### src/sv/assert_macros.svh
// ---------------------------------------------------------------------------
// Assertion macros shared by the pulse train generator RTL
// ---------------------------------------------------------------------------
`ifndef ASSERT_MACROS_SVH
`define ASSERT_MACROS_SVH

// Check a property at each rising clock edge, skipped while reset is high.
`define ASSERT_CLK(label, clk, rst, prop, msg) \
   label: assert property (@(posedge clk) disable iff (rst) (prop)) else $error(msg);

// Check that a condition never holds at a rising clock edge outside reset.
`define ASSERT_NEVER(label, clk, rst, cond, msg) \
   label: assert property (@(posedge clk) disable iff (rst) !(cond)) else $error(msg);

`endif

### src/sv/spg_pkg.sv
`timescale 1ns / 1ps
// ---------------------------------------------------------------------------
// spg_pkg
// Shared types and constants: register map, reset values, frame phase codes.
// ---------------------------------------------------------------------------
package spg_pkg;

   localparam int CSR_DATA_W = 24;
   localparam int CSR_IDX_W  = 3;

   // register indexes
   localparam logic [CSR_IDX_W-1:0] CSR_FIRST_ON = 3'd0;
   localparam logic [CSR_IDX_W-1:0] CSR_OFF      = 3'd1;
   localparam logic [CSR_IDX_W-1:0] CSR_COUNT    = 3'd2;
   localparam logic [CSR_IDX_W-1:0] CSR_IDLE     = 3'd3;
   localparam logic [CSR_IDX_W-1:0] CSR_SYNC     = 3'd4;
   localparam logic [CSR_IDX_W-1:0] CSR_STEP     = 3'd5;
   localparam logic [CSR_IDX_W-1:0] CSR_DEBOUNCE = 3'd6;

   // register reset values
   localparam logic [19:0] RST_FIRST_ON = 20'd300;
   localparam logic [19:0] RST_OFF      = 20'd1200;
   localparam logic [3:0]  RST_COUNT    = 4'd10;
   localparam logic [19:0] RST_IDLE     = 20'd5500;
   localparam logic [19:0] RST_SYNC     = 20'd50;
   localparam logic [19:0] RST_STEP     = 20'd50;
   localparam logic [23:0] RST_DEBOUNCE = 24'd250000;

   // frame phase codes
   localparam logic [1:0] PH_SYNC = 2'd0;
   localparam logic [1:0] PH_ON   = 2'd1;
   localparam logic [1:0] PH_OFF  = 2'd2;
   localparam logic [1:0] PH_IDLE = 2'd3;

   // on-time = first + (index - 1) * step fits in 25 bits
   localparam int ON_LEN_W  = 25;
   localparam int ON_PROD_W = 24;

   typedef struct packed {
      logic [19:0] first_on_ticks;
      logic [19:0] off_ticks;
      logic [3:0]  pulse_count;
      logic [19:0] idle_ticks;
      logic [19:0] sync_ticks;
      logic [19:0] step_ticks;
      logic [23:0] debounce_ticks;
   } cfg_type;

   // per-tick controls from the request stage into the frame sequencer
   typedef struct packed {
      logic step;
      logic enable_now;
      logic reverse_now;
   } seq_ctl_type;

endpackage

### src/sv/spg_debounce.sv
`timescale 1ns / 1ps
// ---------------------------------------------------------------------------
// spg_debounce
// Saturating elapsed counter and toggle flag for one button.
// ---------------------------------------------------------------------------
`include "assert_macros.svh"

module spg_debounce #(
   parameter int TIMER_BITS = 24
) (
   input  logic        clock,
   input  logic        reset,
   input  logic        step,
   input  logic        press,
   input  logic [23:0] debounce_ticks,
   output logic        flag_now
);

   localparam int CMP_W = (TIMER_BITS > 24) ? TIMER_BITS : 24;
   localparam logic [TIMER_BITS-1:0] TMAX = {TIMER_BITS{1'b1}};

   logic [TIMER_BITS-1:0] elapsed_ff, elapsed_in, elapsed_sat;
   logic                  flag_ff, flag_in;
   logic                  taken;

   always_comb begin
      elapsed_sat = (elapsed_ff == TMAX) ? elapsed_ff : elapsed_ff + 1'b1;
      taken       = press && (CMP_W'(elapsed_sat) > CMP_W'(debounce_ticks));
      flag_now    = flag_ff ^ taken;
      if (step) begin
         elapsed_in = taken ? '0 : elapsed_sat;
         flag_in    = flag_now;
      end else begin
         elapsed_in = elapsed_ff;
         flag_in    = flag_ff;
      end
   end

   always_ff @(posedge clock) begin
      if (reset) begin
         elapsed_ff <= '0;
         flag_ff    <= 1'b0;
      end else begin
         elapsed_ff <= elapsed_in;
         flag_ff    <= flag_in;
      end
   end

   `ASSERT_CLK(a_flag_only_on_tick, clock, reset, !step |=> $stable(flag_ff), "flag moved without a tick")
   `ASSERT_CLK(a_toggle_clears, clock, reset, (step && taken) |=> (elapsed_ff == '0), "taken press did not clear counter")

endmodule

### src/sv/spg_frame_seq.sv
`timescale 1ns / 1ps
// ---------------------------------------------------------------------------
// spg_frame_seq
// Frame phase sequencer: SYNC, data pulses ON/OFF, IDLE, normal or reverse.
// ---------------------------------------------------------------------------
`include "assert_macros.svh"

module spg_frame_seq #(
   parameter int TIMER_BITS = 24
) (
   input  logic                clock,
   input  logic                reset,
   input  spg_pkg::seq_ctl_type ctl,
   input  spg_pkg::cfg_type    cfg,
   output logic                sync_level,
   output logic                data_level
);

   localparam int CMP_W = (TIMER_BITS > spg_pkg::ON_LEN_W) ? TIMER_BITS : spg_pkg::ON_LEN_W;
   localparam logic [TIMER_BITS-1:0] TMAX = {TIMER_BITS{1'b1}};

   logic [1:0]            phase_ff, phase_in;
   logic                  frame_reverse_ff, frame_reverse_in;
   logic [3:0]            pulse_index_ff, pulse_index_in;
   logic [3:0]            pulses_done_ff, pulses_done_in;
   logic [TIMER_BITS-1:0] phase_timer_ff, phase_timer_in;
   logic                  data_gate_ff, data_gate_in;

   logic [3:0]                     on_mul;
   logic [spg_pkg::ON_PROD_W-1:0]  on_prod;
   logic [spg_pkg::ON_LEN_W-1:0]   on_len, len_raw;
   logic [TIMER_BITS-1:0]          timer_inc;
   logic                           done;
   logic [3:0]                     pd_inc, idx_step;
   logic                           rv, goes_on, goes_on_idle;

   assign sync_level = (phase_ff == spg_pkg::PH_SYNC);
   assign data_level = (phase_ff == spg_pkg::PH_ON) && data_gate_ff;

   // phase length; zero lengths and lengths past the timer range fall out of the compare
   always_comb begin
      on_mul  = (pulse_index_ff == 4'd0) ? 4'd0 : pulse_index_ff - 4'd1;
      on_prod = spg_pkg::ON_PROD_W'(on_mul) * spg_pkg::ON_PROD_W'(cfg.step_ticks);
      on_len  = spg_pkg::ON_LEN_W'(cfg.first_on_ticks) + spg_pkg::ON_LEN_W'(on_prod);
      unique case (phase_ff)
         spg_pkg::PH_SYNC: len_raw = spg_pkg::ON_LEN_W'(cfg.sync_ticks);
         spg_pkg::PH_ON:   len_raw = on_len;
         spg_pkg::PH_OFF:  len_raw = spg_pkg::ON_LEN_W'(cfg.off_ticks);
         default:          len_raw = spg_pkg::ON_LEN_W'(cfg.idle_ticks);
      endcase
      timer_inc = phase_timer_ff + 1'b1;
      done      = (CMP_W'(timer_inc) >= CMP_W'(len_raw)) || (timer_inc == TMAX);
   end

   always_comb begin
      rv       = ctl.reverse_now;
      pd_inc   = pulses_done_ff + 4'd1;
      if (rv) begin
         idx_step = (pulse_index_ff == 4'd0) ? 4'd0 : pulse_index_ff - 4'd1;
      end else begin
         idx_step = (pulse_index_ff == 4'd15) ? 4'd15 : pulse_index_ff + 4'd1;
      end
      goes_on      = (pd_inc < cfg.pulse_count) && (rv == frame_reverse_ff);
      goes_on_idle = (pulses_done_ff < cfg.pulse_count) && (rv == frame_reverse_ff);

      phase_in         = phase_ff;
      frame_reverse_in = frame_reverse_ff;
      pulse_index_in   = pulse_index_ff;
      pulses_done_in   = pulses_done_ff;
      phase_timer_in   = phase_timer_ff;
      data_gate_in     = data_gate_ff;

      if (ctl.step) begin
         phase_timer_in = done ? '0 : timer_inc;
         if (done) begin
            unique case (phase_ff)
               spg_pkg::PH_SYNC: begin
                  frame_reverse_in = rv;
                  pulses_done_in   = 4'd0;
                  if (rv) begin
                     pulse_index_in = cfg.pulse_count;
                     phase_in       = spg_pkg::PH_IDLE;
                  end else begin
                     pulse_index_in = 4'd1;
                     if (cfg.pulse_count != 4'd0) begin
                        phase_in     = spg_pkg::PH_ON;
                        data_gate_in = ctl.enable_now;
                     end else begin
                        phase_in = spg_pkg::PH_IDLE;
                     end
                  end
               end
               spg_pkg::PH_ON: begin
                  if (!frame_reverse_ff) begin
                     phase_in = spg_pkg::PH_OFF;
                  end else begin
                     pulses_done_in = pd_inc;
                     pulse_index_in = idx_step;
                     phase_in       = goes_on ? spg_pkg::PH_OFF : spg_pkg::PH_SYNC;
                  end
               end
               spg_pkg::PH_OFF: begin
                  if (frame_reverse_ff) begin
                     phase_in     = spg_pkg::PH_ON;
                     data_gate_in = ctl.enable_now;
                  end else begin
                     pulses_done_in = pd_inc;
                     pulse_index_in = idx_step;
                     if (goes_on) begin
                        phase_in     = spg_pkg::PH_ON;
                        data_gate_in = ctl.enable_now;
                     end else begin
                        phase_in = spg_pkg::PH_IDLE;
                     end
                  end
               end
               default: begin
                  if (frame_reverse_ff && goes_on_idle) phase_in = spg_pkg::PH_OFF;
                  else phase_in = spg_pkg::PH_SYNC;
               end
            endcase
         end
      end
   end

   always_ff @(posedge clock) begin
      if (reset) begin
         phase_ff         <= spg_pkg::PH_SYNC;
         frame_reverse_ff <= 1'b0;
         pulse_index_ff   <= 4'd1;
         pulses_done_ff   <= 4'd0;
         phase_timer_ff   <= '0;
         data_gate_ff     <= 1'b0;
      end else begin
         phase_ff         <= phase_in;
         frame_reverse_ff <= frame_reverse_in;
         pulse_index_ff   <= pulse_index_in;
         pulses_done_ff   <= pulses_done_in;
         phase_timer_ff   <= phase_timer_in;
         data_gate_ff     <= data_gate_in;
      end
   end

   `ASSERT_NEVER(a_timer_below_max, clock, reset, phase_timer_ff == TMAX, "phase timer reached its maximum")
   `ASSERT_CLK(a_phase_only_on_tick, clock, reset, !ctl.step |=> $stable(phase_ff), "phase moved without a tick")

endmodule

### src/sv/sync_pulse_train_generator.sv
`timescale 1ns / 1ps
// ---------------------------------------------------------------------------
// sync_pulse_train_generator
// SYNC/DATA pulse train generator with debounced enable and mode buttons.
// ---------------------------------------------------------------------------
// Path: a request accepted at a clock edge passes through the request
//   register, then the response register, before its response is offered.
// Throughput: one request per cycle; the request register drains into the
//   response register whenever that register is empty or being taken.
// Reset: synchronous, active high; the settings registers return to their default values,
//   both flags clear and the frame restarts in its SYNC phase.

`include "assert_macros.svh"

module sync_pulse_train_generator #(
   parameter int TIMER_BITS = 24
) (
   input  logic                             clock,
   input  logic                             reset,
   // request channel: one timebase tick with two button events
   input  logic                             req_valid,
   output logic                             req_ready,
   input  logic                             req_enable_press,
   input  logic                             req_select_press,
   // response channel: line levels and flags for that tick
   output logic                             rsp_valid,
   input  logic                             rsp_ready,
   output logic                             rsp_sync_level,
   output logic                             rsp_data_level,
   output logic                             rsp_enabled,
   output logic                             rsp_reverse_active,
   // register write port
   input  logic                             csr_write_enable,
   input  logic [spg_pkg::CSR_IDX_W-1:0]    csr_index,
   input  logic [spg_pkg::CSR_DATA_W-1:0]   csr_wdata
);

   spg_pkg::cfg_type     cfg_ff;
   spg_pkg::seq_ctl_type seq_ctl;

   logic in_valid_ff, in_enable_ff, in_select_ff;
   logic rsp_valid_ff;
   logic rsp_sync_ff, rsp_data_ff, rsp_enabled_ff, rsp_reverse_ff;
   logic advance;
   logic enable_now, reverse_now;
   logic sync_level, data_level;

   // ---- register file: plain writes, unknown indexes are dropped ----
   always_ff @(posedge clock) begin
      if (reset) begin
         cfg_ff.first_on_ticks <= spg_pkg::RST_FIRST_ON;
         cfg_ff.off_ticks      <= spg_pkg::RST_OFF;
         cfg_ff.pulse_count    <= spg_pkg::RST_COUNT;
         cfg_ff.idle_ticks     <= spg_pkg::RST_IDLE;
         cfg_ff.sync_ticks     <= spg_pkg::RST_SYNC;
         cfg_ff.step_ticks     <= spg_pkg::RST_STEP;
         cfg_ff.debounce_ticks <= spg_pkg::RST_DEBOUNCE;
      end else if (csr_write_enable) begin
         unique case (csr_index)
            spg_pkg::CSR_FIRST_ON: cfg_ff.first_on_ticks <= csr_wdata[19:0];
            spg_pkg::CSR_OFF:      cfg_ff.off_ticks      <= csr_wdata[19:0];
            spg_pkg::CSR_COUNT:    cfg_ff.pulse_count    <= csr_wdata[3:0];
            spg_pkg::CSR_IDLE:     cfg_ff.idle_ticks     <= csr_wdata[19:0];
            spg_pkg::CSR_SYNC:     cfg_ff.sync_ticks     <= csr_wdata[19:0];
            spg_pkg::CSR_STEP:     cfg_ff.step_ticks     <= csr_wdata[19:0];
            spg_pkg::CSR_DEBOUNCE: cfg_ff.debounce_ticks <= csr_wdata;
            default: ;
         endcase
      end
   end

   // ---- request register ----
   // Advance the held request whenever the response slot is free or drains.
   assign advance   = in_valid_ff && (!rsp_valid_ff || rsp_ready);
   assign req_ready = !in_valid_ff || advance;

   always_ff @(posedge clock) begin
      if (reset) begin
         in_valid_ff <= 1'b0;
      end else if (req_ready) begin
         in_valid_ff <= req_valid;
      end
   end

   // payload: hold while stalled, no reset needed
   always_ff @(posedge clock) begin
      if (req_ready) begin
         in_enable_ff <= req_enable_press;
         in_select_ff <= req_select_press;
      end
   end

   // ---- tick work: debounce both buttons, then step the frame ----
   spg_debounce #(.TIMER_BITS(TIMER_BITS)) u_enable_db (
      .clock          (clock),
      .reset          (reset),
      .step           (advance),
      .press          (in_enable_ff),
      .debounce_ticks (cfg_ff.debounce_ticks),
      .flag_now       (enable_now)
   );

   spg_debounce #(.TIMER_BITS(TIMER_BITS)) u_select_db (
      .clock          (clock),
      .reset          (reset),
      .step           (advance),
      .press          (in_select_ff),
      .debounce_ticks (cfg_ff.debounce_ticks),
      .flag_now       (reverse_now)
   );

   // the sequencer sees the flags as updated by this tick's presses
   assign seq_ctl.step        = advance;
   assign seq_ctl.enable_now  = enable_now;
   assign seq_ctl.reverse_now = reverse_now;

   spg_frame_seq #(.TIMER_BITS(TIMER_BITS)) u_frame_seq (
      .clock      (clock),
      .reset      (reset),
      .ctl        (seq_ctl),
      .cfg        (cfg_ff),
      .sync_level (sync_level),
      .data_level (data_level)
   );

   // ---- response register ----
   always_ff @(posedge clock) begin
      if (reset) begin
         rsp_valid_ff <= 1'b0;
      end else if (advance) begin
         rsp_valid_ff <= 1'b1;
      end else if (rsp_ready) begin
         rsp_valid_ff <= 1'b0;
      end
   end

   // levels come from the phase in force during the tick, flags after presses
   always_ff @(posedge clock) begin
      if (advance) begin
         rsp_sync_ff    <= sync_level;
         rsp_data_ff    <= data_level;
         rsp_enabled_ff <= enable_now;
         rsp_reverse_ff <= reverse_now;
      end
   end

   assign rsp_valid          = rsp_valid_ff;
   assign rsp_sync_level     = rsp_sync_ff;
   assign rsp_data_level     = rsp_data_ff;
   assign rsp_enabled        = rsp_enabled_ff;
   assign rsp_reverse_active = rsp_reverse_ff;

   // a held request must survive a stalled response slot
   `ASSERT_CLK(a_hold_request, clock, reset, (in_valid_ff && !advance) |=> in_valid_ff, "held request dropped")
   `ASSERT_CLK(a_advance_fills_rsp, clock, reset, advance |=> rsp_valid_ff, "advanced request produced no response")

endmodule

### config.mk
export PLATFORM = sky130hd
export DESIGN_NAME = sync_pulse_train_generator
export DESIGN_NICKNAME = d
export VERILOG_FILES = /design/src/sv/spg_pkg.sv /design/src/sv/spg_debounce.sv /design/src/sv/spg_frame_seq.sv /design/src/sv/sync_pulse_train_generator.sv
export VERILOG_INCLUDE_DIRS = /design/src /design/src/sv
export SDC_FILE = /design/constraint.sdc
export NUM_CORES = 1
export LEC_CHECK = 0
export BUFFER_PORTS_ARGS = -buffer_cell sky130_fd_sc_hd__clkbuf_2
export CORE_MARGIN = 3
export CORE_UTILIZATION = 25
export DETAILED_ROUTE_END_ITERATION = 16
export SLEW_MARGIN = 20
export SYNTH_ARGS = -nofsm -noshare
export SYNTH_HDL_FRONTEND = slang
export SYNTH_SLANG_ARGS = --single-unit
### constraint.sdc
create_clock -name clock -period 17.9 [get_ports clock]
set_input_delay 3.58 -clock clock [delete_from_list [all_inputs] [get_ports clock]]
set_output_delay 3.58 -clock clock [all_outputs]
set_load 0.005 [all_outputs]
After elaboration in Yosys (flattened, before gate mapping)
Index checks and enable logic that the tools add are counted.
{"block": "classes", "addsub": 7, "n_mul": 1, "div": 0, "order_cmp": 5, "n_eq_ne": 18, "n_shift": 0, "n_mux": 31, "bitwise": 2, "n_reduce_logical": 30}
{"op": "24-bit 2-to-1 mux", "n": 5}
{"op": "25-bit one-hot mux with 3 select lines", "n": 1}
{"op": "24-bit by 1-bit adder with 24-bit output (second input constant)", "n": 3}
{"op": "24-bit == test (second input constant)", "n": 3}
{"op": "24-bit greater-than comparator", "n": 2}
{"op": "4-bit 2-to-1 mux", "n": 8}
{"op": "20-bit by 24-bit adder with 25-bit output", "n": 1}
{"op": "24-bit by 25-bit greater-or-equal comparator with 1-bit output", "n": 1}
{"op": "4-bit by 20-bit multiplier with 24-bit output", "n": 1}
{"op": "4-bit one-hot mux with 3 select lines", "n": 2}
{"op": "2-bit AND reduction", "n": 8}
{"op": "2-bit 2-to-1 mux", "n": 7}
{"op": "3-bit == test (second input constant)", "n": 3}
{"op": "4-bit by 1-bit adder with 4-bit output (second input constant)", "n": 2}
{"op": "4-bit less-than comparator", "n": 2}
{"op": "1-bit logical AND", "n": 7}
{"op": "3-bit by 2-bit == test with 1-bit output (second input constant)", "n": 2}
{"op": "1-bit 2-to-1 mux", "n": 6}
{"op": "2-bit one-hot mux with 3 select lines", "n": 1}
{"op": "6-bit AND reduction", "n": 1}
{"op": "5-bit AND reduction", "n": 1}
{"op": "4-bit == test (second input constant)", "n": 1}
{"op": "4-bit zero test", "n": 1}
{"op": "2-bit by 1-bit != test with 1-bit output (second input constant)", "n": 2}
{"op": "other kinds (17)", "n": 23}
{"block": "totals", "reg_bits": 222, "latch_bits": 0, "ram_bits": 0, "mem_bits_ro": 0, "in_bits": 34, "output_inout_bits": 6, "wordCells": 119, "mem_count": 0}

Logic depth before layout (Yosys ltp)
Gate-level depths: netlist (run 1).
{"block": "depth", "word_depth": 10, "depth_mapped": 33, "mapped_depth_nobuf": 30}

Hierarchy
A second synthesis (run 1) with hierarchy kept.
{"block": "hier_totals", "cells_unflattened": 1940, "area_unflattened_um2": 16787.4}
{"mod": "spg_frame_seq", "instances": 1, "cells_each": 865, "area_each_um2": 6710.2, "seq_area_each_um2": 720.7}
{"mod": "sync_pulse_train_generator", "instances": 1, "cells_each": 481, "area_each_um2": 5287.6, "seq_area_each_um2": 2782.7}
{"mod": "spg_debounce (u_select_db)", "instances": 1, "cells_each": 302, "area_each_um2": 2474.9, "seq_area_each_um2": 500.5}
{"mod": "spg_debounce (u_enable_db)", "instances": 1, "cells_each": 292, "area_each_um2": 2314.7, "seq_area_each_um2": 500.5}

Worst setup path after synthesis (run 1)
No wires, ideal clock.
{"block": "synth_path", "kind": "in2out", "startpoint": "in rsp_ready", "endpoint": "out req_ready", "t_arrival_ns": 3.877, "required_ns": 14.320, "setup_slack_ns": 10.443, "path_stages": 2, "n_path_buf": 0, "path_cell_list": "nor2b_1 > nand2_1"}
{"block": "synth_via", "elab_chain_cells": 3}
{"item": "from (decl)", "line_no": "sync_pulse_train_generator.sv:27", "source": "input logic rsp_ready,"}
{"item": "1-bit logical OR", "line_no": "sync_pulse_train_generator.sv:74", "source": "assign advance = in_valid_ff && (!rsp_valid_ff || rsp_ready);"}
{"item": "1-bit logical AND", "line_no": "sync_pulse_train_generator.sv:74"}
{"item": "1-bit logical OR", "line_no": "sync_pulse_train_generator.sv:75", "source": "assign req_ready = !in_valid_ff || advance;"}
{"item": "to (decl)", "line_no": "sync_pulse_train_generator.sv:22", "source": "output logic req_ready,"}
Every way passes these cells.

Worst setup path after layout (run 1)
{"block": "layout_path", "startpoint": "reg u_frame_seq.pulse_index_ff[0]", "endpoint": "reg u_frame_seq.frame_reverse_ff"}
{"block": "layout_via", "elab_chain_cells": 8, "word_cells_on_any_way": 9, "cone_classes": "add/sub: 2; mul: 1; order compare: 1; mux: 2; reduce/logical: 3"}
{"item": "from (decl)", "line_no": "spg_frame_seq.sv:24", "source": "logic [3:0] pulse_index_ff, pulse_index_in;"}
{"item": "from (signal assigned)", "line_no": "spg_frame_seq.sv:137", "source": "pulse_index_ff <= pulse_index_in;"}
{"item": "4-bit by 1-bit subtractor with 4-bit output or 4-bit zero test (tied branches)", "line_no": "spg_frame_seq.sv:42", "source": "on_mul = (pulse_index_ff == 4'd0) ? 4'd0 : pulse_index_ff - 4'd1;"}
{"item": "4-bit 2-to-1 mux *", "line_no": "spg_frame_seq.sv:42"}
{"item": "4-bit by 20-bit multiplier with 24-bit output *", "line_no": "spg_frame_seq.sv:43", "source": "on_prod = spg_pkg::ON_PROD_W'(on_mul) * spg_pkg::ON_PROD_W'(cfg.step_ticks);"}
{"item": "20-bit by 24-bit adder with 25-bit output *", "line_no": "spg_frame_seq.sv:44", "source": "on_len = spg_pkg::ON_LEN_W'(cfg.first_on_ticks) + spg_pkg::ON_LEN_W'(on_prod);"}
{"item": "25-bit one-hot mux with 3 select lines *", "line_no": "spg_frame_seq.sv:45", "source": "unique case (phase_ff)"}
{"item": "24-bit by 25-bit greater-or-equal comparator with 1-bit output *", "line_no": "spg_frame_seq.sv:52", "source": "done = (CMP_W'(timer_inc) >= CMP_W'(len_raw)) || (timer_inc == TMAX);"}
{"item": "1-bit logical OR *", "line_no": "spg_frame_seq.sv:52"}
{"item": "3-bit AND reduction (no source line) *"}
{"item": "to (signal assigned)", "line_no": "spg_frame_seq.sv:136", "source": "frame_reverse_ff <= frame_reverse_in;"}
{"item": "to (decl)", "line_no": "spg_frame_seq.sv:23", "source": "logic frame_reverse_ff, frame_reverse_in;"}
Every way passes the cells marked *; elsewhere a longest branch is shown, timed or not.
A chain may end at the register's enable or synchronous reset.

==> results.json, run 1 <==
{
  "run_status": "finished clean",
  "synth_largest_area_cell": "dfxtp_1",
  "timing.fmax_mhz": 124,
  "wl_per_cell_um": 16.1,
  "setup_violations": 0,
  "cts_root_buf": "clkbuf_16",
  "rr_worst_depth": 29,
  "cts-resized-gates": 0,
  "cts_setup_buffers": 0,
  "grt_use_total_pct": 13.5,
  "rr_startpoint": "u_frame_seq.pulse_index_ff[0]",
  "insertion_delay_ns": 0.57,
  "first_global_vias": 13000,
  "crit_fanout": 30,
  "fp.dieW_um": 258,
  "synthMuxAreaShare_pct": 0.862,
  "synth_compound_gate_area_share_pct": 17.8,
  "clk_pin_slew_ns": 0.06,
  "whs_ns": 0.454,
  "via_per_inst": 4.94,
  "ys_ff_latch": 222,
  "peakVddDrop_uv": 76.6,
  "num_rows": 91,
  "final.setup.tns_ns": 0,
  "post-route-util_pct": 28.7,
  "ys.flop_type": "dfxtp_1",
  "worstHoldStart": "cfg_ff[6]",
  "ys_seq_area_share_pct": 28.5,
  "initial_core_util_pct": 25.5,
  "drc": 0,
  "synthAdderAreaFrac_pct": 16.9,
  "power.total_mw": 1.22,
  "cts_tree": "built",
  "synth_top_family_by_area": "simple AND/OR/NAND/NOR gates",
  "finalHoldViolCount": 0,
  "synth_edf_count": 6,
  "synthSimpleGateAreaFrac_pct": 25.1,
  "path_depth": 29,
  "top_level_ports": 40,
  "core_area_mm2": 0.0622,
  "synthToLayoutAreaGrowth_pct": 12.8,
  "leakagePower_nw": 7.16,
  "grt_pass1_wl_um": 73500,
  "fp.dieH_um": 258,
  "die_area_mm2": 0.0664,
  "cp_slowest_stage_delay_ns": 0.56,
  "cts.htree.levels": 1,
  "placement.io_buffers": 39,
  "critical_path_class": "reg -> reg",
  "syn_area_per_cell_um2": 7.80,
  "drv_slew": 0,
  "synth_xor_area_share_pct": 4.57,
  "worstMarginPinSlew_ns": 1.02,
  "ys_types": 84,
  "cpLargestDelayFamily": "compound AO/OA/AOI/OAI gates",
  "holdPathEnd": "cfg_ff[6]",
  "diodes": 0,
  "hpwl_um": 33400,
  "syn-cell-area_mm2": 0.0158,
  "pre_cts_slack_ns": 9.58,
  "cp_slowest_cell": "a21o_2",
  "cp.arrival_ns": 8.50,
  "setup_ws_ns": 9.86,
  "min_path_cells": 2,
  "synth_common_cells": "nand2_1, dfxtp_1, a21oi_1",
  "antenna_found_initial": 0,
  "synth.most_common_cell": "nand2_1",
  "p_per_area_mw_per_mm2": 68.6,
  "reg2reg_to": "u_frame_seq.frame_reverse_ff",
  "skew_ns": 0.0289,
  "rsz0062_at_grt": "no",
  "drtAntennaViolNets": 0,
  "cts_made_buffers": 28,
  "grt_overflow": 0,
  "fin_crit_sh_pct": 44.9,
  "clock_sinks": 222,
  "ys_warn_count": 0,
  "hp-class": "reg -> reg",
  "max-cap-violations": 0,
  "nets": 2222,
  "grt_max_degree": 75,
  "syn_inst": 2028,
  "critPathRequiredTime_ns": 18.36,
  "dr_total_vias": 14200,
  "drtIter0Drc": 1138,
  "layout-drive-gt1-share_pct": 6.85,
  "fin_crit_ns": 8.04,
  "synth_top_area_share_pct": 27.3,
  "gp_congestion": 0.878,
  "cts_hold_buf": 0,
  "critPathLaunchType": "register",
  "relSlewSlack_pct": 31.8,
  "crit_buf_inv": 4,
  "dr.pass1.iters": 6,
  "cts_max_path_buffers": 3,
  "syn_nets": 2243,
  "endpoint_kind": "register",
  "reg2reg_slack_ns": 9.86,
  "yosys-top-cells-area": "dfxtp_1, ha_1, nand2_1",
  "async_flop_share_pct": 0,
  "finalWirelength_um": 46100
}
==> worst max-delay path by stage <==
stage / slack, ns / startpoint / to
floorplan: 10.44 / rsp_ready / req_ready
global placement: 9.68 / u_frame_seq.pulse_index_ff[0] / u_frame_seq.frame_reverse_ff
CTS: 9.54 / u_frame_seq.pulse_index_ff[0] / u_frame_seq.frame_reverse_ff
finish: 9.86 / u_frame_seq.pulse_index_ff[0] / u_frame_seq.frame_reverse_ff
global route: 9.19 / u_frame_seq.pulse_index_ff[0] / u_frame_seq.frame_reverse_ff
detailed placement: 9.58 / u_frame_seq.pulse_index_ff[0] / u_frame_seq.frame_reverse_ff
==> through the flow <==
stage          cells  cell area [um^2]
3_5_place_dp    2814             16800
6_report        2866             17800
2_1_floorplan   2028             15800
5_1_grt         2866             17800
3_3_place_gp    2814             16800
4_1_cts         2866             17800
==> routing by layer <==
layer	wire, um	vias to the layer above	track usage [%]
met3	2630	70	1.94
met5	0	-	0
met1	22000	6709	19.5
met2	20100	378	21.0
li1	-	7002	-
met4	1360	0	3.66
==> worst min-delay path, delay by kind of cell (launching register included) <==
family | cells | cell delay (ns)
AOI/OAI and AO/OA | 1 | 0.05
DFF | 1 | 0.31
and+or+nand+nor | 1 | 0.05
==> cells in the final DEF, fill, tap and decap left out, drive strengths merged, types with 12 or more instances in the layout <==
| cell type | instances |
|---|---|
| ha | 126 |
| buf | 21 |
| nor2b | 13 |
| and3 | 22 |
| a22oi | 25 |
| or3 | 19 |
| o21ai | 78 |
| o211ai | 25 |
| nand3b | 12 |
| inv | 143 |
| xor2 | 30 |
| nand3 | 76 |
| xnor2 | 50 |
| nor3 | 31 |
| a21oi | 203 |
| dfxtp | 216 |
| clkbuf | 75 |
| and2 | 70 |
| fa | 55 |
| nor2 | 108 |
| a21o | 15 |
| nand4 | 55 |
| nand2 | 364 |
==> cell type report <==
cell class,instances,area [um^2]
clock inverters,15,211
clock buffers,37,840
fillers,6717,44300
flip-flops and latches,222,4500
inverters,145,544
multi-input cells,1551,10400
repair buffers,59,352
well taps,837,1050
==> sequential cells by signal (all words and copies together), names as in the netlist <==
register,cells
cfg_ff,128
u_enable_db.elapsed_ff,24
u_frame_seq.phase_timer_ff,24
u_select_db.elapsed_ff,24
u_frame_seq.pulse_index_ff,4
u_frame_seq.pulses_done_ff,4
u_frame_seq.phase_ff,2
in_enable_ff,1
in_select_ff,1
in_valid_ff,1
rsp_data_level,1
rsp_enabled,1
rsp_reverse_active,1
rsp_sync_level,1
rsp_valid,1
u_enable_db.flag_ff,1
u_frame_seq.data_gate_ff,1
u_frame_seq.frame_reverse_ff,1
u_select_db.flag_ff,1
==> where the power goes <==
group	internal (mW)	total, mW	leakage (nW)	switching (mW)
logic	0.0207	0.0720	4.84	0.0513
clock network	0.402	0.641	0.511	0.240
registers	0.505	0.511	1.80	0.00619
==> kinds of logic (layout without fill, tap and decap cells) <==
group / after synthesis / after routing
buf+inv: 255 / 256
fa+ha+maj: 181 / 181
xor+xnor: 80 / 80
mux: 13 / 13
flops: 222 / 222
compound gates: 451 / 451
simple gates: 826 / 826
(Power assumes the default switching activity.)
==> run 2: changes to the inputs <==
==> constraint.sdc (replaced) <==
create_clock -name clock -period 7 [get_ports clock]
set_input_delay 1.4 -clock clock [delete_from_list [all_inputs] [get_ports clock]]
set_output_delay 1.4 -clock clock [all_outputs]
set_load 0.005 [all_outputs]
==> results.json, run 2 (synthesis results as in run 1) <==
{
  "hpwl_um": 33900,
  "drtAntennaViolNets": 0,
  "insertion_delay_ns": 0.57,
  "max-cap-violations": 0,
  "clock_sinks": 222,
  "hp-class": "reg -> reg",
  "grt_use_total_pct": 13.7,
  "setup_violations": 0,
  "reg2reg_to": "u_frame_seq.data_gate_ff",
  "cts_max_path_buffers": 3,
  "grt_max_degree": 106,
  "cts.htree.levels": 1,
  "fillers": 6697,
  "cp.arrival_ns": 7.15,
  "holdPathEnd": "cfg_ff[79]",
  "antenna_found_initial": 0,
  "fin_crit_sh_pct": 96.5,
  "skew_ns": 0.0322,
  "first_global_vias": 13300,
  "layout_common_cells": "nand2_1, dfxtp_1, a21oi_1",
  "cts_hold_buf": 0,
  "cts_made_buffers": 27,
  "drv_slew": 0,
  "largest_register_ffs": 128,
  "stdcell_count": 2928,
  "largest-register": "cfg_ff",
  "peakVddDrop_uv": 187,
  "endpoint_kind": "register",
  "top_level_ports": 40,
  "fin_crit_ns": 6.76,
  "p_per_area_mw_per_mm2": 160,
  "placement.io_buffers": 39,
  "finalHoldViolCount": 0,
  "crit_fanout": 8,
  "cts_tree": "built",
  "core_area_mm2": 0.0622,
  "place_area_mm2": 0.0172,
  "drc": 0,
  "layout-drive-gt1-share_pct": 12.5,
  "leakagePower_nw": 7.51,
  "fp.dieH_um": 258,
  "critPathRequiredTime_ns": 7.39,
  "grt_overflow": 0,
  "min_path_cells": 2,
  "critical_path_class": "reg -> reg",
  "power.total_mw": 2.99,
  "reg2reg_slack_ns": 0.24,
  "clk_pin_slew_ns": 0.07,
  "dr.pass1.iters": 5,
  "drtIter0Drc": 1164,
  "gp_congestion": 0.861,
  "dr_total_vias": 14400,
  "rr_worst_depth": 27,
  "worstMarginPinSlew_ns": 0.969,
  "pre_cts_slack_ns": -0.111,
  "synthToLayoutAreaGrowth_pct": 18.0,
  "num_rows": 91,
  "worstHoldStart": "cfg_ff[79]",
  "finalWirelength_um": 47300,
  "nets": 2290,
  "wl_per_cell_um": 16.2,
  "setup_ws_ns": 0.245,
  "stdcell_area_mm2": 0.0187,
  "diodes": 0,
  "critPathLaunchType": "register",
  "cp_slowest_cell": "fa_1",
  "run_status": "finished clean",
  "die_area_mm2": 0.0664,
  "initial_core_util_pct": 25.5,
  "mostFrequentLayoutCell": "nand2_1",
  "placed_cells": 2863,
  "timing.fmax_mhz": 148,
  "cp_slowest_stage_delay_ns": 0.57,
  "fp.dieW_um": 258,
  "via_per_inst": 4.90,
  "grt_pass1_wl_um": 74500,
  "cts_root_buf": "clkbuf_16",
  "relSlewSlack_pct": 35.2,
  "rr_startpoint": "u_frame_seq.pulse_index_ff[1]"
}
[run 2: cell types whose count changed in the layout (fill, tap and decap cells not counted), sizes merged]
cell,before,now
buf,21,88
bufinv,5,4
clkbuf,75,72
clkinv,9,7
clkinvlp,3,2
inv,143,145
[run 2: per-layer routing]
metal | track usage, % | routed length, um | vias to the layer above
met1 | 20.0 | 22400 | 6825
met2 | 21.5 | 21300 | 345
li1 | - | - | 7126
met3 | 1.91 | 2710 | 61
met4 | 2.57 | 938 | 0
met5 | 0 | 0 | -
[run 2: cell type report]
| cell class | instances | area [um^2] | share of cell area [%] |
|---|---|---|---|
| multi-input cells | 1551 | 10700 | 57.3 |
| clock inverters | 13 | 179 | 0.959 |
| inverters | 145 | 544 | 2.92 |
| well taps | 837 | 1050 | 5.61 |
| flip-flops and latches | 222 | 4510 | 24.2 |
| repair buffers | 128 | 958 | 5.13 |
| clock buffers | 32 | 736 | 3.94 |
[run 2: critical path: cells and delay by family, from the launching register on]
family	cells	cell delay (ns)
buf+inv	5	0.73
compound gates	9	1.53
simple gates	7	1.65
flops	1	0.36
fa+ha+maj	6	2.29
[run 2: repair_timing]
| item | 4_1_cts | 5_1_grt |
|---|---|---|
| setup buffers | 0 | 17 |
| gates cloned | 0 | 3 |
| pin swaps | 3 | 52 |
| gates resized for setup | 7 | 80 |
| setup endpoints to repair | 36 | 36 |
[run 2: through the flow]
step	setup TNS (ns)	hold slack [ns]	utilization, %
finish	0	0.452	30.0
global route	-0.300	0.473	30.0
CTS	0	0.452	29.2
detailed placement	-1.15	0.444	27.6
global placement	-3.06	0.440	27.6
floorplan	0	0.433	-
[run 2: how the worst max path moves through the flow]
| stage | startpoint | to | slack, ns | depth (start not counted) |
|---|---|---|---|---|
| after floorplan | u_frame_seq.pulse_index_ff[0] | u_frame_seq.phase_timer_ff[11] | 0.09 | 32 |
| after global placement | u_frame_seq.pulse_index_ff[0] | u_frame_seq.frame_reverse_ff | -0.17 | 32 |
| after detailed placement | u_frame_seq.pulse_index_ff[0] | u_frame_seq.frame_reverse_ff | -0.11 | 31 |
| after CTS | u_frame_seq.pulse_index_ff[0] | u_frame_seq.data_gate_ff | 0.001 | 31 |
| after global routing | u_frame_seq.pulse_index_ff[0] | u_frame_seq.data_gate_ff | -0.05 | 32 |
| final | u_frame_seq.pulse_index_ff[1] | u_frame_seq.data_gate_ff | 0.24 | 27 |
[run 2: power by group]
group | internal [mW] | switching (mW)
Sequential | 1.29 | 0.0162
Combinational | 0.0581 | 0.136
Clock | 0.893 | 0.600
Total | 2.24 | 0.751
